### config.mk
export PLATFORM = sky130hd
export DESIGN_NAME = psu_current_ramp_interlock_unit_flat
export DESIGN_NICKNAME = d
export VERILOG_FILES = /design/src/rtl/core/pcri_pkg.sv /design/src/rtl/core/pcri_if.sv /design/src/rtl/core/pcri_div.sv /design/src/rtl/core/psu_current_ramp_interlock_unit.sv /design/src/flat_wrapper.sv
export SDC_FILE = /design/constraint.sdc
export NUM_CORES = 1
export LEC_CHECK = 0
export BUFFER_PORTS_ARGS = -buffer_cell sky130_fd_sc_hd__buf_2
export CAP_MARGIN = 10
export CORE_UTILIZATION = 54
export CTS_CLUSTER_DIAMETER = 30
export DETAILED_ROUTE_END_ITERATION = 8
export PLACE_DENSITY_LB_ADDON = 0.2
export SLEW_MARGIN = 15
export SYNTH_ARGS = -nofsm -noshare
export SYNTH_HDL_FRONTEND = slang
export SYNTH_SLANG_ARGS = --single-unit
### constraint.sdc
create_clock -name clk -period 4.25 [get_ports clk]
set_input_delay 0.85 -clock clk [delete_from_list [all_inputs] [get_ports clk]]
set_output_delay 0.85 -clock clk [all_outputs]
set_load 0.01 [all_outputs]
### src/rtl/core/pcri_pkg.sv
// ----------------------------------------------------------------------------
// Current ramp interlock package
// Shared constants, register indexes and types for the supply current ramp
// interlock.
// ----------------------------------------------------------------------------
package pcri_pkg;

	localparam int TICK_W     = 8;
	localparam int LEVEL_W    = 16;
	localparam int CFG_IDX_W  = 3;
	localparam int CFG_DATA_W = LEVEL_W;
	localparam int PLANT_W    = 3;
	localparam int RDF_W      = 10;
	localparam int SDF_W      = 3;

	typedef enum logic [CFG_IDX_W-1:0] {
		REG_RAMP_INTERVAL = 3'd0,
		REG_RAMP_STEP     = 3'd1,
		REG_TRIP_DELAY    = 3'd2,
		REG_H2_ON_LEVEL   = 3'd3,
		REG_H2_OFF_LEVEL  = 3'd4,
		REG_FLOOR_LEVEL   = 3'd5
	} cfg_reg_t;

	localparam logic [TICK_W-1:0]  RST_RAMP_INTERVAL = 8'd90;
	localparam logic [TICK_W-1:0]  RST_RAMP_STEP     = 8'd32;
	localparam logic [TICK_W-1:0]  RST_TRIP_DELAY    = 8'd20;
	localparam logic [LEVEL_W-1:0] RST_H2_ON_LEVEL   = 16'd160;
	localparam logic [LEVEL_W-1:0] RST_H2_OFF_LEVEL  = 16'd16;
	localparam logic [LEVEL_W-1:0] RST_FLOOR_LEVEL   = 16'd8;

	localparam logic [PLANT_W-1:0] PS_STANDBY = 3'd1;
	localparam logic [PLANT_W-1:0] PS_READY   = 3'd2;
	localparam logic [PLANT_W-1:0] PS_CHECK   = 3'd3;
	localparam logic [PLANT_W-1:0] PS_POWER   = 3'd4;

	localparam int XF_STANDBY = 0;
	localparam int XF_READY   = 1;
	localparam int XF_HOLD    = 2;
	localparam int XF_INST    = 3;
	localparam int XF_CFAULT  = 4;
	localparam int XF_W       = 5;

	typedef struct packed {
		logic busy;
		logic done;
	} div_stat_t;

endpackage

### src/rtl/core/pcri_if.sv
// ----------------------------------------------------------------------------
// Current ramp interlock channels
// Valid/ready channels for the control tick and the per-tick result.
// ----------------------------------------------------------------------------
interface pcri_tick_if import pcri_pkg::*; #(
	parameter int NODE_COUNT   = 27,
	parameter int CURRENT_BITS = 16
);
	logic                    valid;
	logic                    ready;
	logic [CURRENT_BITS-1:0] current_request;
	logic [NODE_COUNT-1:0]   node_mask;
	logic [PLANT_W-1:0]      plant_state;
	logic                    manual_test;
	logic                    master_start;
	logic                    stack_power_cmd;
	logic [RDF_W-1:0]        rampdown_faults;
	logic [SDF_W-1:0]        shutdown_faults;

	modport source (
		output valid, current_request, node_mask, plant_state, manual_test,
		       master_start, stack_power_cmd, rampdown_faults, shutdown_faults,
		input  ready
	);
	modport sink (
		input  valid, current_request, node_mask, plant_state, manual_test,
		       master_start, stack_power_cmd, rampdown_faults, shutdown_faults,
		output ready
	);
endinterface

interface pcri_result_if import pcri_pkg::*; #(
	parameter int NODE_COUNT   = 27,
	parameter int CURRENT_BITS = 16
);
	localparam int UNIT_W = $clog2(NODE_COUNT + 1);

	logic                    valid;
	logic                    ready;
	logic [CURRENT_BITS-1:0] unit_setpoint;
	logic [CURRENT_BITS-1:0] total_setpoint;
	logic [CURRENT_BITS-1:0] share_limit;
	logic                    h2_request;
	logic                    go_standby;
	logic                    go_ready;
	logic                    hold_stack_power;
	logic                    instant_shutdown;
	logic                    current_fault;
	logic [UNIT_W-1:0]       units_present;

	modport source (
		output valid, unit_setpoint, total_setpoint, share_limit, h2_request,
		       go_standby, go_ready, hold_stack_power, instant_shutdown,
		       current_fault, units_present,
		input  ready
	);
	modport sink (
		input  valid, unit_setpoint, total_setpoint, share_limit, h2_request,
		       go_standby, go_ready, hold_stack_power, instant_shutdown,
		       current_fault, units_present,
		output ready
	);
endinterface

### src/rtl/core/pcri_div.sv
// ----------------------------------------------------------------------------
// Current ramp interlock divider
// Restoring divider that produces one quotient bit per cycle.
// ----------------------------------------------------------------------------
module pcri_div import pcri_pkg::*; #(
	parameter int DVD_W = 16,
	parameter int DSR_W = 5
) (
	input  logic             clk,
	input  logic             arst_n,
	input  logic             start,
	input  logic [DVD_W-1:0] dividend,
	input  logic [DSR_W-1:0] divisor,
	output logic [DVD_W-1:0] quotient,
	output div_stat_t        stat
);
	localparam int CNT_W = $clog2(DVD_W + 1);

	logic [DVD_W-1:0] quo_q;
	logic [DSR_W-1:0] rem_q;
	logic [DSR_W-1:0] dsr_q;
	logic [CNT_W-1:0] cnt_q;
	logic             done_q;
	logic [DSR_W:0]   trial;
	logic [DSR_W:0]   diff;
	logic             ge;

	assign trial = {rem_q, quo_q[DVD_W-1]};
	assign diff  = trial - {1'b0, dsr_q};
	assign ge    = trial >= {1'b0, dsr_q};

	always_ff @(posedge clk or negedge arst_n) begin
		if (!arst_n) begin
			cnt_q  <= '0;
			done_q <= 1'b0;
		end else begin
			done_q <= 1'b0;
			if (start) begin
				cnt_q <= CNT_W'(DVD_W);
			end else if (cnt_q != '0) begin
				cnt_q <= cnt_q - 1'b1;
				if (cnt_q == CNT_W'(1)) begin
					done_q <= 1'b1;
				end
			end
		end
	end

	always_ff @(posedge clk) begin
		if (start) begin
			quo_q <= dividend;
			rem_q <= '0;
			dsr_q <= divisor;
		end else if (cnt_q != '0) begin
			rem_q <= ge ? diff[DSR_W-1:0] : trial[DSR_W-1:0];
			quo_q <= {quo_q[DVD_W-2:0], ge};
		end
	end

	assign quotient  = quo_q;
	assign stat.busy = cnt_q != '0;
	assign stat.done = done_q;

endmodule

### src/rtl/core/psu_current_ramp_interlock_unit.sv
// ----------------------------------------------------------------------------
// Supply current ramp interlock
// Per-tick hydrogen request hysteresis, per-unit setpoint ramp with share
// clamp, ramp-down floor and shutdown-fault trip delay.
// ----------------------------------------------------------------------------
// Each tick is accepted in S_IDLE, then its unit mask is counted four bits
// per cycle in S_COUNT, and the share of the request per present unit comes
// from a restoring divider in S_DIV that yields one quotient bit per cycle,
// before S_UPDATE writes the result register. A new tick is taken once the
// previous one has been written to the result register, even while that
// result still waits to be taken.
module psu_current_ramp_interlock_unit import pcri_pkg::*; #(
	parameter int NODE_COUNT   = 27,
	parameter int CURRENT_BITS = 16
) (
	input  logic                  clk,
	input  logic                  arst_n,
	input  logic                  cfg_we,
	input  logic [CFG_IDX_W-1:0]  cfg_index,
	input  logic [CFG_DATA_W-1:0] cfg_wdata,
	pcri_tick_if.sink             tick,
	pcri_result_if.source         result
);
	localparam int CB     = CURRENT_BITS;
	localparam int UNIT_W = $clog2(NODE_COUNT + 1);
	localparam int NIB_W  = 4;
	localparam int SUM_W  = CB + 1;
	localparam int CMP_W  = (CB > LEVEL_W) ? CB : LEVEL_W;

	typedef enum logic [1:0] {
		S_IDLE,
		S_COUNT,
		S_DIV,
		S_UPDATE
	} state_t;

	function automatic logic [2:0] pop4(input logic [NIB_W-1:0] v);
		return 3'(v[0]) + 3'(v[1]) + 3'(v[2]) + 3'(v[3]);
	endfunction

	state_t               state_q;
	logic                 out_valid_q;
	logic                 accept;
	logic                 commit;
	logic                 div_start;
	div_stat_t            div_stat;
	logic [CB-1:0]        quo;

	logic [TICK_W-1:0]    interval_q;
	logic [TICK_W-1:0]    step_q;
	logic [TICK_W-1:0]    trip_delay_q;
	logic [LEVEL_W-1:0]   h2_on_q;
	logic [LEVEL_W-1:0]   h2_off_q;
	logic [LEVEL_W-1:0]   floor_q;

	logic [CB-1:0]        req_q;
	logic [NODE_COUNT-1:0] mask_q;
	logic [UNIT_W-1:0]    count_q;
	logic [PLANT_W-1:0]   pstate_q;
	logic                 manual_q;
	logic                 master_q;
	logic                 stk_q;
	logic                 rf_q;
	logic                 sf_q;

	logic [CB-1:0]        unit_q;
	logic [CB-1:0]        total_q;
	logic [CB-1:0]        share_q;
	logic [TICK_W-1:0]    up_q;
	logic [TICK_W-1:0]    down_q;
	logic [TICK_W-1:0]    trip_q;
	logic                 h2_q;
	logic [XF_W-1:0]      exit_q;
	logic [UNIT_W-1:0]    units_out_q;

	logic [CB-1:0]        unit_n;
	logic [CB-1:0]        total_n;
	logic [CB-1:0]        share_n;
	logic [TICK_W-1:0]    up_n;
	logic [TICK_W-1:0]    down_n;
	logic [TICK_W-1:0]    trip_n;
	logic                 h2_n;
	logic [XF_W-1:0]      exit_n;

	assign accept    = tick.valid && tick.ready;
	assign tick.ready = state_q == S_IDLE;
	assign commit    = (state_q == S_UPDATE) && (!out_valid_q || result.ready);
	assign div_start = (state_q == S_COUNT) && (mask_q == '0);

	pcri_div #(
		.DVD_W (CB),
		.DSR_W (UNIT_W)
	) u_div (
		.clk      (clk),
		.arst_n   (arst_n),
		.start    (div_start),
		.dividend (req_q),
		.divisor  (count_q),
		.quotient (quo),
		.stat     (div_stat)
	);

	always_ff @(posedge clk or negedge arst_n) begin
		if (!arst_n) begin
			interval_q   <= RST_RAMP_INTERVAL;
			step_q       <= RST_RAMP_STEP;
			trip_delay_q <= RST_TRIP_DELAY;
			h2_on_q      <= RST_H2_ON_LEVEL;
			h2_off_q     <= RST_H2_OFF_LEVEL;
			floor_q      <= RST_FLOOR_LEVEL;
		end else if (cfg_we) begin
			case (cfg_reg_t'(cfg_index))
				REG_RAMP_INTERVAL: interval_q   <= cfg_wdata[TICK_W-1:0];
				REG_RAMP_STEP:     step_q       <= cfg_wdata[TICK_W-1:0];
				REG_TRIP_DELAY:    trip_delay_q <= cfg_wdata[TICK_W-1:0];
				REG_H2_ON_LEVEL:   h2_on_q      <= cfg_wdata[LEVEL_W-1:0];
				REG_H2_OFF_LEVEL:  h2_off_q     <= cfg_wdata[LEVEL_W-1:0];
				REG_FLOOR_LEVEL:   floor_q      <= cfg_wdata[LEVEL_W-1:0];
				default: ;
			endcase
		end
	end

	always_ff @(posedge clk) begin
		if (accept) begin
			req_q    <= tick.current_request;
			mask_q   <= tick.node_mask;
			count_q  <= '0;
			pstate_q <= tick.plant_state;
			manual_q <= tick.manual_test;
			master_q <= tick.master_start;
			stk_q    <= tick.stack_power_cmd;
			rf_q     <= |tick.rampdown_faults;
			sf_q     <= |tick.shutdown_faults;
		end else if ((state_q == S_COUNT) && (mask_q != '0)) begin
			mask_q  <= mask_q >> NIB_W;
			count_q <= count_q + UNIT_W'(pop4(NIB_W'(mask_q)));
		end
	end

	always_comb begin
		logic              idle_state;
		logic              run_state;
		logic              healthy;
		logic [TICK_W-1:0] tick_inc;
		logic [SUM_W-1:0]  up_sum;

		unit_n  = unit_q;
		total_n = total_q;
		share_n = share_q;
		up_n    = up_q;
		down_n  = down_q;
		trip_n  = trip_q;
		exit_n  = exit_q;
		h2_n    = h2_q;
		tick_inc = '0;
		up_sum   = '0;

		if (CMP_W'(req_q) >= CMP_W'(h2_on_q)) begin
			h2_n = 1'b1;
		end else if (CMP_W'(req_q) < CMP_W'(h2_off_q)) begin
			h2_n = 1'b0;
		end

		idle_state = ((pstate_q == PS_STANDBY) || (pstate_q == PS_READY) ||
			(pstate_q == PS_CHECK)) && !manual_q;
		run_state  = (pstate_q == PS_POWER) || manual_q;
		healthy    = h2_n && master_q && stk_q && !rf_q && !sf_q;

		if (count_q == '0) begin
			unit_n = '0;
		end else if (idle_state) begin
			total_n = '0;
		end else if (run_state) begin
			if (healthy) begin
				down_n   = '0;
				trip_n   = '0;
				exit_n   = '0;
				tick_inc = up_q + 1'b1;
				total_n  = req_q;
				share_n  = quo;
				up_n     = tick_inc;
				if (tick_inc >= interval_q) begin
					up_sum = SUM_W'(unit_q) + SUM_W'(step_q);
					unit_n = up_sum[CB] ? {CB{1'b1}} : up_sum[CB-1:0];
					up_n   = '0;
				end
				if (unit_n >= quo) begin
					unit_n = quo;
				end
			end else begin
				if (!stk_q || !h2_n || !master_q || rf_q) begin
					up_n   = '0;
					exit_n[XF_INST]   = 1'b0;
					exit_n[XF_CFAULT] = 1'b1;
					total_n  = req_q;
					share_n  = quo;
					tick_inc = down_q + 1'b1;
					down_n   = tick_inc;
					if (tick_inc >= interval_q) begin
						unit_n = (unit_q > CB'(step_q)) ? unit_q - CB'(step_q) : '0;
						down_n = '0;
					end
					if (CMP_W'(unit_n) <= CMP_W'(floor_q)) begin
						unit_n  = '0;
						share_n = '0;
						if (!master_q) begin
							exit_n[XF_STANDBY] = 1'b1;
							exit_n[XF_HOLD]    = 1'b0;
						end else if (!h2_n) begin
							exit_n[XF_READY]   = 1'b1;
							exit_n[XF_STANDBY] = 1'b0;
							exit_n[XF_HOLD]    = 1'b0;
						end else begin
							exit_n[XF_READY]   = 1'b0;
							exit_n[XF_STANDBY] = 1'b0;
							exit_n[XF_HOLD]    = 1'b1;
						end
					end
				end
				if (sf_q) begin
					down_n = '0;
					up_n   = '0;
					exit_n[XF_CFAULT]  = 1'b1;
					exit_n[XF_STANDBY] = 1'b0;
					exit_n[XF_HOLD]    = 1'b0;
					trip_n = (trip_q != {TICK_W{1'b1}}) ? trip_q + 1'b1 : trip_q;
					if (trip_n >= trip_delay_q) begin
						trip_n = trip_delay_q;
						exit_n[XF_INST] = 1'b1;
					end
				end
			end
		end
	end

	always_ff @(posedge clk or negedge arst_n) begin
		if (!arst_n) begin
			state_q     <= S_IDLE;
			out_valid_q <= 1'b0;
			unit_q      <= '0;
			total_q     <= '0;
			share_q     <= '0;
			up_q        <= '0;
			down_q      <= '0;
			trip_q      <= '0;
			h2_q        <= 1'b0;
			exit_q      <= '0;
			units_out_q <= '0;
		end else begin
			if (commit) begin
				out_valid_q <= 1'b1;
				unit_q      <= unit_n;
				total_q     <= total_n;
				share_q     <= share_n;
				up_q        <= up_n;
				down_q      <= down_n;
				trip_q      <= trip_n;
				h2_q        <= h2_n;
				exit_q      <= exit_n;
				units_out_q <= count_q;
			end else if (result.ready) begin
				out_valid_q <= 1'b0;
			end
			case (state_q)
				S_IDLE: begin
					if (accept) begin
						state_q <= S_COUNT;
					end
				end
				S_COUNT: begin
					if (div_start) begin
						state_q <= S_DIV;
					end
				end
				S_DIV: begin
					if (div_stat.done) begin
						state_q <= S_UPDATE;
					end
				end
				S_UPDATE: begin
					if (commit) begin
						state_q <= S_IDLE;
					end
				end
				default: state_q <= S_IDLE;
			endcase
		end
	end

	assign result.valid            = out_valid_q;
	assign result.unit_setpoint    = unit_q;
	assign result.total_setpoint   = total_q;
	assign result.share_limit      = share_q;
	assign result.h2_request       = h2_q;
	assign result.go_standby       = exit_q[XF_STANDBY];
	assign result.go_ready         = exit_q[XF_READY];
	assign result.hold_stack_power = exit_q[XF_HOLD];
	assign result.instant_shutdown = exit_q[XF_INST];
	assign result.current_fault    = exit_q[XF_CFAULT];
	assign result.units_present    = units_out_q;

	a_div_only_in_div: assert property (@(posedge clk) disable iff (!arst_n)
		div_stat.done |-> (state_q == S_DIV))
		else $error("Divider finished outside the divide phase.");

	a_div_busy_in_div: assert property (@(posedge clk) disable iff (!arst_n)
		div_stat.busy |-> (state_q == S_DIV))
		else $error("Divider running outside the divide phase.");

	a_no_units_zero_set: assert property (@(posedge clk) disable iff (!arst_n)
		(out_valid_q && (units_out_q == '0)) |-> (unit_q == '0))
		else $error("Setpoint nonzero with no unit present.");

	a_trip_implies_fault: assert property (@(posedge clk) disable iff (!arst_n)
		exit_q[XF_INST] |-> exit_q[XF_CFAULT])
		else $error("Instant shutdown without current fault.");

endmodule
### src/flat_wrapper.sv
// flat-port wrapper written by rule: the top's interface ports become plain ports
module psu_current_ramp_interlock_unit_flat import pcri_pkg::*;
#(
	parameter int NODE_COUNT   = 27,
	parameter int CURRENT_BITS = 16
)
  (clk, arst_n, cfg_we, cfg_index, cfg_wdata, tick_valid, tick_current_request, tick_node_mask, tick_plant_state, tick_manual_test, tick_master_start, tick_stack_power_cmd, tick_rampdown_faults, tick_shutdown_faults, tick_ready, result_valid, result_unit_setpoint, result_total_setpoint, result_share_limit, result_h2_request, result_go_standby, result_go_ready, result_hold_stack_power, result_instant_shutdown, result_current_fault, result_units_present, result_ready);
  pcri_tick_if #(.NODE_COUNT(NODE_COUNT), .CURRENT_BITS(CURRENT_BITS)) tick_i ();
  pcri_result_if #(.NODE_COUNT(NODE_COUNT), .CURRENT_BITS(CURRENT_BITS)) result_i ();
  input  logic clk;
  input  logic arst_n;
  input  logic cfg_we;
  input  logic [CFG_IDX_W-1:0] cfg_index;
  input  logic [CFG_DATA_W-1:0] cfg_wdata;
  input wire logic [$bits(tick_i.valid)-1:0] tick_valid;
  input wire logic [$bits(tick_i.current_request)-1:0] tick_current_request;
  input wire logic [$bits(tick_i.node_mask)-1:0] tick_node_mask;
  input wire logic [$bits(tick_i.plant_state)-1:0] tick_plant_state;
  input wire logic [$bits(tick_i.manual_test)-1:0] tick_manual_test;
  input wire logic [$bits(tick_i.master_start)-1:0] tick_master_start;
  input wire logic [$bits(tick_i.stack_power_cmd)-1:0] tick_stack_power_cmd;
  input wire logic [$bits(tick_i.rampdown_faults)-1:0] tick_rampdown_faults;
  input wire logic [$bits(tick_i.shutdown_faults)-1:0] tick_shutdown_faults;
  output wire logic [$bits(tick_i.ready)-1:0] tick_ready;
  output wire logic [$bits(result_i.valid)-1:0] result_valid;
  output wire logic [$bits(result_i.unit_setpoint)-1:0] result_unit_setpoint;
  output wire logic [$bits(result_i.total_setpoint)-1:0] result_total_setpoint;
  output wire logic [$bits(result_i.share_limit)-1:0] result_share_limit;
  output wire logic [$bits(result_i.h2_request)-1:0] result_h2_request;
  output wire logic [$bits(result_i.go_standby)-1:0] result_go_standby;
  output wire logic [$bits(result_i.go_ready)-1:0] result_go_ready;
  output wire logic [$bits(result_i.hold_stack_power)-1:0] result_hold_stack_power;
  output wire logic [$bits(result_i.instant_shutdown)-1:0] result_instant_shutdown;
  output wire logic [$bits(result_i.current_fault)-1:0] result_current_fault;
  output wire logic [$bits(result_i.units_present)-1:0] result_units_present;
  input wire logic [$bits(result_i.ready)-1:0] result_ready;
  assign tick_i.valid = tick_valid;
  assign tick_i.current_request = tick_current_request;
  assign tick_i.node_mask = tick_node_mask;
  assign tick_i.plant_state = tick_plant_state;
  assign tick_i.manual_test = tick_manual_test;
  assign tick_i.master_start = tick_master_start;
  assign tick_i.stack_power_cmd = tick_stack_power_cmd;
  assign tick_i.rampdown_faults = tick_rampdown_faults;
  assign tick_i.shutdown_faults = tick_shutdown_faults;
  assign tick_ready = tick_i.ready;
  assign result_valid = result_i.valid;
  assign result_unit_setpoint = result_i.unit_setpoint;
  assign result_total_setpoint = result_i.total_setpoint;
  assign result_share_limit = result_i.share_limit;
  assign result_h2_request = result_i.h2_request;
  assign result_go_standby = result_i.go_standby;
  assign result_go_ready = result_i.go_ready;
  assign result_hold_stack_power = result_i.hold_stack_power;
  assign result_instant_shutdown = result_i.instant_shutdown;
  assign result_current_fault = result_i.current_fault;
  assign result_units_present = result_i.units_present;
  assign result_i.ready = result_ready;
  psu_current_ramp_interlock_unit #(.NODE_COUNT(NODE_COUNT), .CURRENT_BITS(CURRENT_BITS)) u_core (.clk(clk), .arst_n(arst_n), .cfg_we(cfg_we), .cfg_index(cfg_index), .cfg_wdata(cfg_wdata), .tick(tick_i), .result(result_i));
endmodule
==> results.json <==
{
  "grt_use_total": 0.298,
  "rsz0062_at_grt": "yes",
  "dr.pass1.iters": 5,
  "cts_sinks": 246,
  "layout_setup_ws_ps": -159,
  "synth-edff-count": 72,
  "routed_wirelength_um": 38900,
  "die_h_um": 162,
  "path_cells": "ha_2, inv_2, nor2_4, xor2_2, ha_1, nand3_1, o21ai_2, o41ai_4, or3_4, or4_4, xor2_2, nor2_1, ha_1, nand4_1, nor4_4, a22o_1, o21ai_4, nor3_4, or3b_4, o211ai_2",
  "r2r-end": "u_core.result.unit_setpoint[15]",
  "num_rows": 58,
  "ant_nets": 0,
  "portBuffers": 146,
  "path_max_fanout": 5,
  "initial_core_util": 0.551,
  "wl_per_cell_um": 19.2,
  "reg2reg_setup_slack_ps": -160,
  "combPwrFrac": 0.261,
  "start_kind": "register",
  "core-area_sq_um": 25200,
  "clock_latency_ps": 580,
  "syn_inst": 1354,
  "post-place-ws_ps": -408,
  "p_sw_uw": 3360,
  "cell_internal_pwr_uw": 7510,
  "clockBufferDepth": 3,
  "cp_num_buf_inv": 1,
  "drtIter0Drc": 889,
  "synthesis.nets": 1569,
  "swShare": 0.309,
  "finalSetupViolations": 35,
  "area_delta_synth_final_pct": 33.2,
  "power_density_nw_per_um2": 588,
  "vias": 11744,
  "hold_violations": 0,
  "ys_seq_area_frac": 0.467,
  "drcViolationCount": 0,
  "hpwlAfterDp_um": 26700,
  "seqPwrFrac": 0.325,
  "ir_drop_mv": 0.473,
  "tritoncts": "yes",
  "antenna_cells": 0,
  "cts_max_level": 2,
  "reg2reg_depth": 20,
  "crit_arrival_ps": 4890,
  "hold_path.class": "primary input to asynchronous set/reset pin",
  "num_io_pins": 147,
  "finalCritPeriodShare": 1.04,
  "yosys_warnings": 0,
  "finClkSkew_ps": 26.4,
  "layout.nets": 1863,
  "power_frac_clock": 0.414,
  "ys_types": 72,
  "tightest_slew_ps": 959,
  "critPathCaptureType": "register",
  "viasPerCell": 5.80,
  "cts_buffers": 56,
  "place_congestion": 0.919,
  "required_ps": 4730,
  "die_area_sq_um": 26300,
  "slowest_delay_ps": 440,
  "period_minus_slack_ps": 4410,
  "slew_viol_final": 0,
  "async_reset_ff_frac": 0.667,
  "hold_slack_ps": 330,
  "synth_area_sq_um": 13900,
  "die_x_um": 162,
  "drv_cap": 0,
  "dp.cells": 1895,
  "instances_no_fill": 2025,
  "syn_area_per_cell_sq_um": 10.2,
  "crit_path_top_delay_cell": "or4_4",
  "grt_first_pass_wirelength_um": 61700,
  "violations": "negative setup slack",
  "drive_above_1_share": 0.323,
  "ys_ff_latch": 246,
  "grt_max_degree": 90,
  "grt_pass1_vias": 11751,
  "cts-root-buf": "clkbuf_16",
  "critical_path.top_delay_family": "simple AND/OR/NAND/NOR gates",
  "p_leak_uw": 0.00875,
  "clk_pin_slew_ps": 50,
  "outcome": "finished with violations",
  "slew_headroom": 0.357,
  "worstReg2RegStart": "u_core.down_q[0]",
  "grt_overflow": 0,
  "synth_ff_type": "dfrtp_1",
  "fmax_ghz": 0.227,
  "grt_antenna_before_repair": 0,
  "worst-setup-path-type": "register to register",
  "hold_buffers": 0
}
==> cell usage after synthesis, types with 21 or more instances <==
master / count / share of area
inv_1: 125 / 0.034
mux2_2: 69 / 0.056
ha_1: 124 / 0.11
a22o_1: 46 / 0.029
dfrtp_1: 153 / 0.28
mux2i_1: 21 / 0.015
nand2_1: 131 / 0.035
nor2_1: 92 / 0.025
nand3_1: 33 / 0.012
edfxtp_1: 72 / 0.16
clkbuf_1: 39 / 0.011
o21ai_0: 101 / 0.036
xnor2_1: 21 / 0.013
a21oi_1: 57 / 0.021
==> cell usage in the layout (no fill, tap or decap), types with 11 or more instances in the layout <==
cell type,Yosys,layout
a21oi_1,57,50
a22o_1,46,46
buf_2,4,145
buf_4,1,125
clkbuf_16,0,56
clkinv_2,0,12
dfrtp_1,153,152
dfstp_2,11,11
edfxtp_1,72,72
ha_1,124,117
inv_1,125,122
mux2_2,69,68
mux2i_1,21,17
nand2_1,131,126
nand2b_1,15,15
nand3_1,33,29
nand4_1,14,14
nor2_1,92,82
nor3_1,19,16
nor4_1,13,11
o21ai_0,101,94
o21ai_1,13,18
xnor2_1,21,18
==> stage by stage <==
step	setup TNS (ps)	util	instance area, sq um	power, uW
after detailed placement	-8890	0.625	15700	6210
after CTS	-1360	0.718	18100	10800
final	-3340	0.734	18500	10900
after global placement	-6160	0.625	15700	6080
after global routing	-9670	0.734	18500	11400
after floorplan	0	-	13900	5260
==> worst register-to-register path, stage by stage (launching register included) <==
cell and delay (ps):
dfrtp_1 390, ha_2 220, inv_2 80, nor2_4 40
xor2_2 160, ha_1 300, nand3_1 90, o21ai_2 190
o41ai_4 100, or3_4 390, or4_4 440, xor2_2 140
nor2_1 50, ha_1 300, nand4_1 160, nor4_4 220
a22o_1 220, o21ai_4 90, nor3_4 230, or3b_4 430
o211ai_2 80
==> power groups by stage <==
stage / Clock [uW] / Combinational [uW] / Sequential (uW)
final: 4490 / 2840 / 3540
after global routing: 4660 / 3170 / 3600
after CTS: 4530 / 2750 / 3530
after detailed placement: 0 / 2660 / 3550
after global placement: 0 / 2560 / 3530
after floorplan: 0 / 1770 / 3500
==> final cells by class <==
type | count | area, sq um
inverters | 125 | 469
fillers | 1708 | 6700
repair buffers | 282 | 1830
clock inverters | 37 | 515
flip-flops and latches | 246 | 6480
well taps | 330 | 413
multi-input cells | 937 | 7280
clock buffers | 68 | 1500
==> state kept, by name (all words and copies together) (netlist names), 3 cells and up <==
signal and cells:
u_core.floor_q 16, u_core.down_q 8, u_core.result.share_limit 16, u_core.result.unit_setpoint 16, u_core.interval_q 8, u_core.mask_q 27
u_core.u_div.rem_q 5, u_core.pstate_q 3, u_core.exit_q 5, u_core.trip_q 8, u_core.u_div.dsr_q 5, u_core.u_div.quotient 16
u_core.up_q 8, u_core.h2_off_q 16, u_core.result.units_present 5, u_core.req_q 16, u_core.count_q 5, u_core.trip_delay_q 8
u_core.step_q 8, u_core.h2_on_q 16, u_core.u_div.cnt_q 5, u_core.result.total_setpoint 16
==> layer usage <==
layer | vias to the layer above | wire (um) | global-route usage
met1 | 5684 | 17000 | 0.409
met2 | 483 | 18200 | 0.485
met4 | 0 | 1110 | 0.0995
met3 | 102 | 2480 | 0.0437
met5 | - | 0 | 0
li1 | 5475 | - | -
==> how the worst max path moves through the flow <==
stage	start	end	slack, ps	cells after the start
final	u_core.down_q[0]	u_core.result.unit_setpoint[15]	-160	20
after global routing	u_core.result.unit_setpoint[0]	u_core.result.unit_setpoint[15]	-380	21
after CTS	u_core.down_q[0]	u_core.result.unit_setpoint[15]	-90	21
after detailed placement	u_core.down_q[0]	u_core.result.share_limit[10]	-410	21
after global placement	u_core.down_q[0]	u_core.result.share_limit[12]	-290	21
after floorplan	u_core.down_q[0]	u_core.result.unit_setpoint[15]	7	21
==> logic make-up (layout without fill, tap and decap cells) <==
logic type | Yosys count | count (layout) | synth area share
muxes | 90 | 90 | 0.0712
buffers and inverters | 171 | 512 | 0.0474
DFF | 246 | 246 | 0.467
AOI/OAI and AO/OA | 313 | 313 | 0.148
xor gates and xnor gates | 30 | 30 | 0.0189
and+or+nand+nor | 375 | 375 | 0.128
adders and majority gates | 129 | 129 | 0.119
==> what timing repair did <==
item	in CTS	in global routing
cloned	1	1
gates resized for setup	44	63
setup buffers	11	14
endpoints found under the setup margin	35	35
pin swaps	25	39
(Power assumes the default switching activity.)
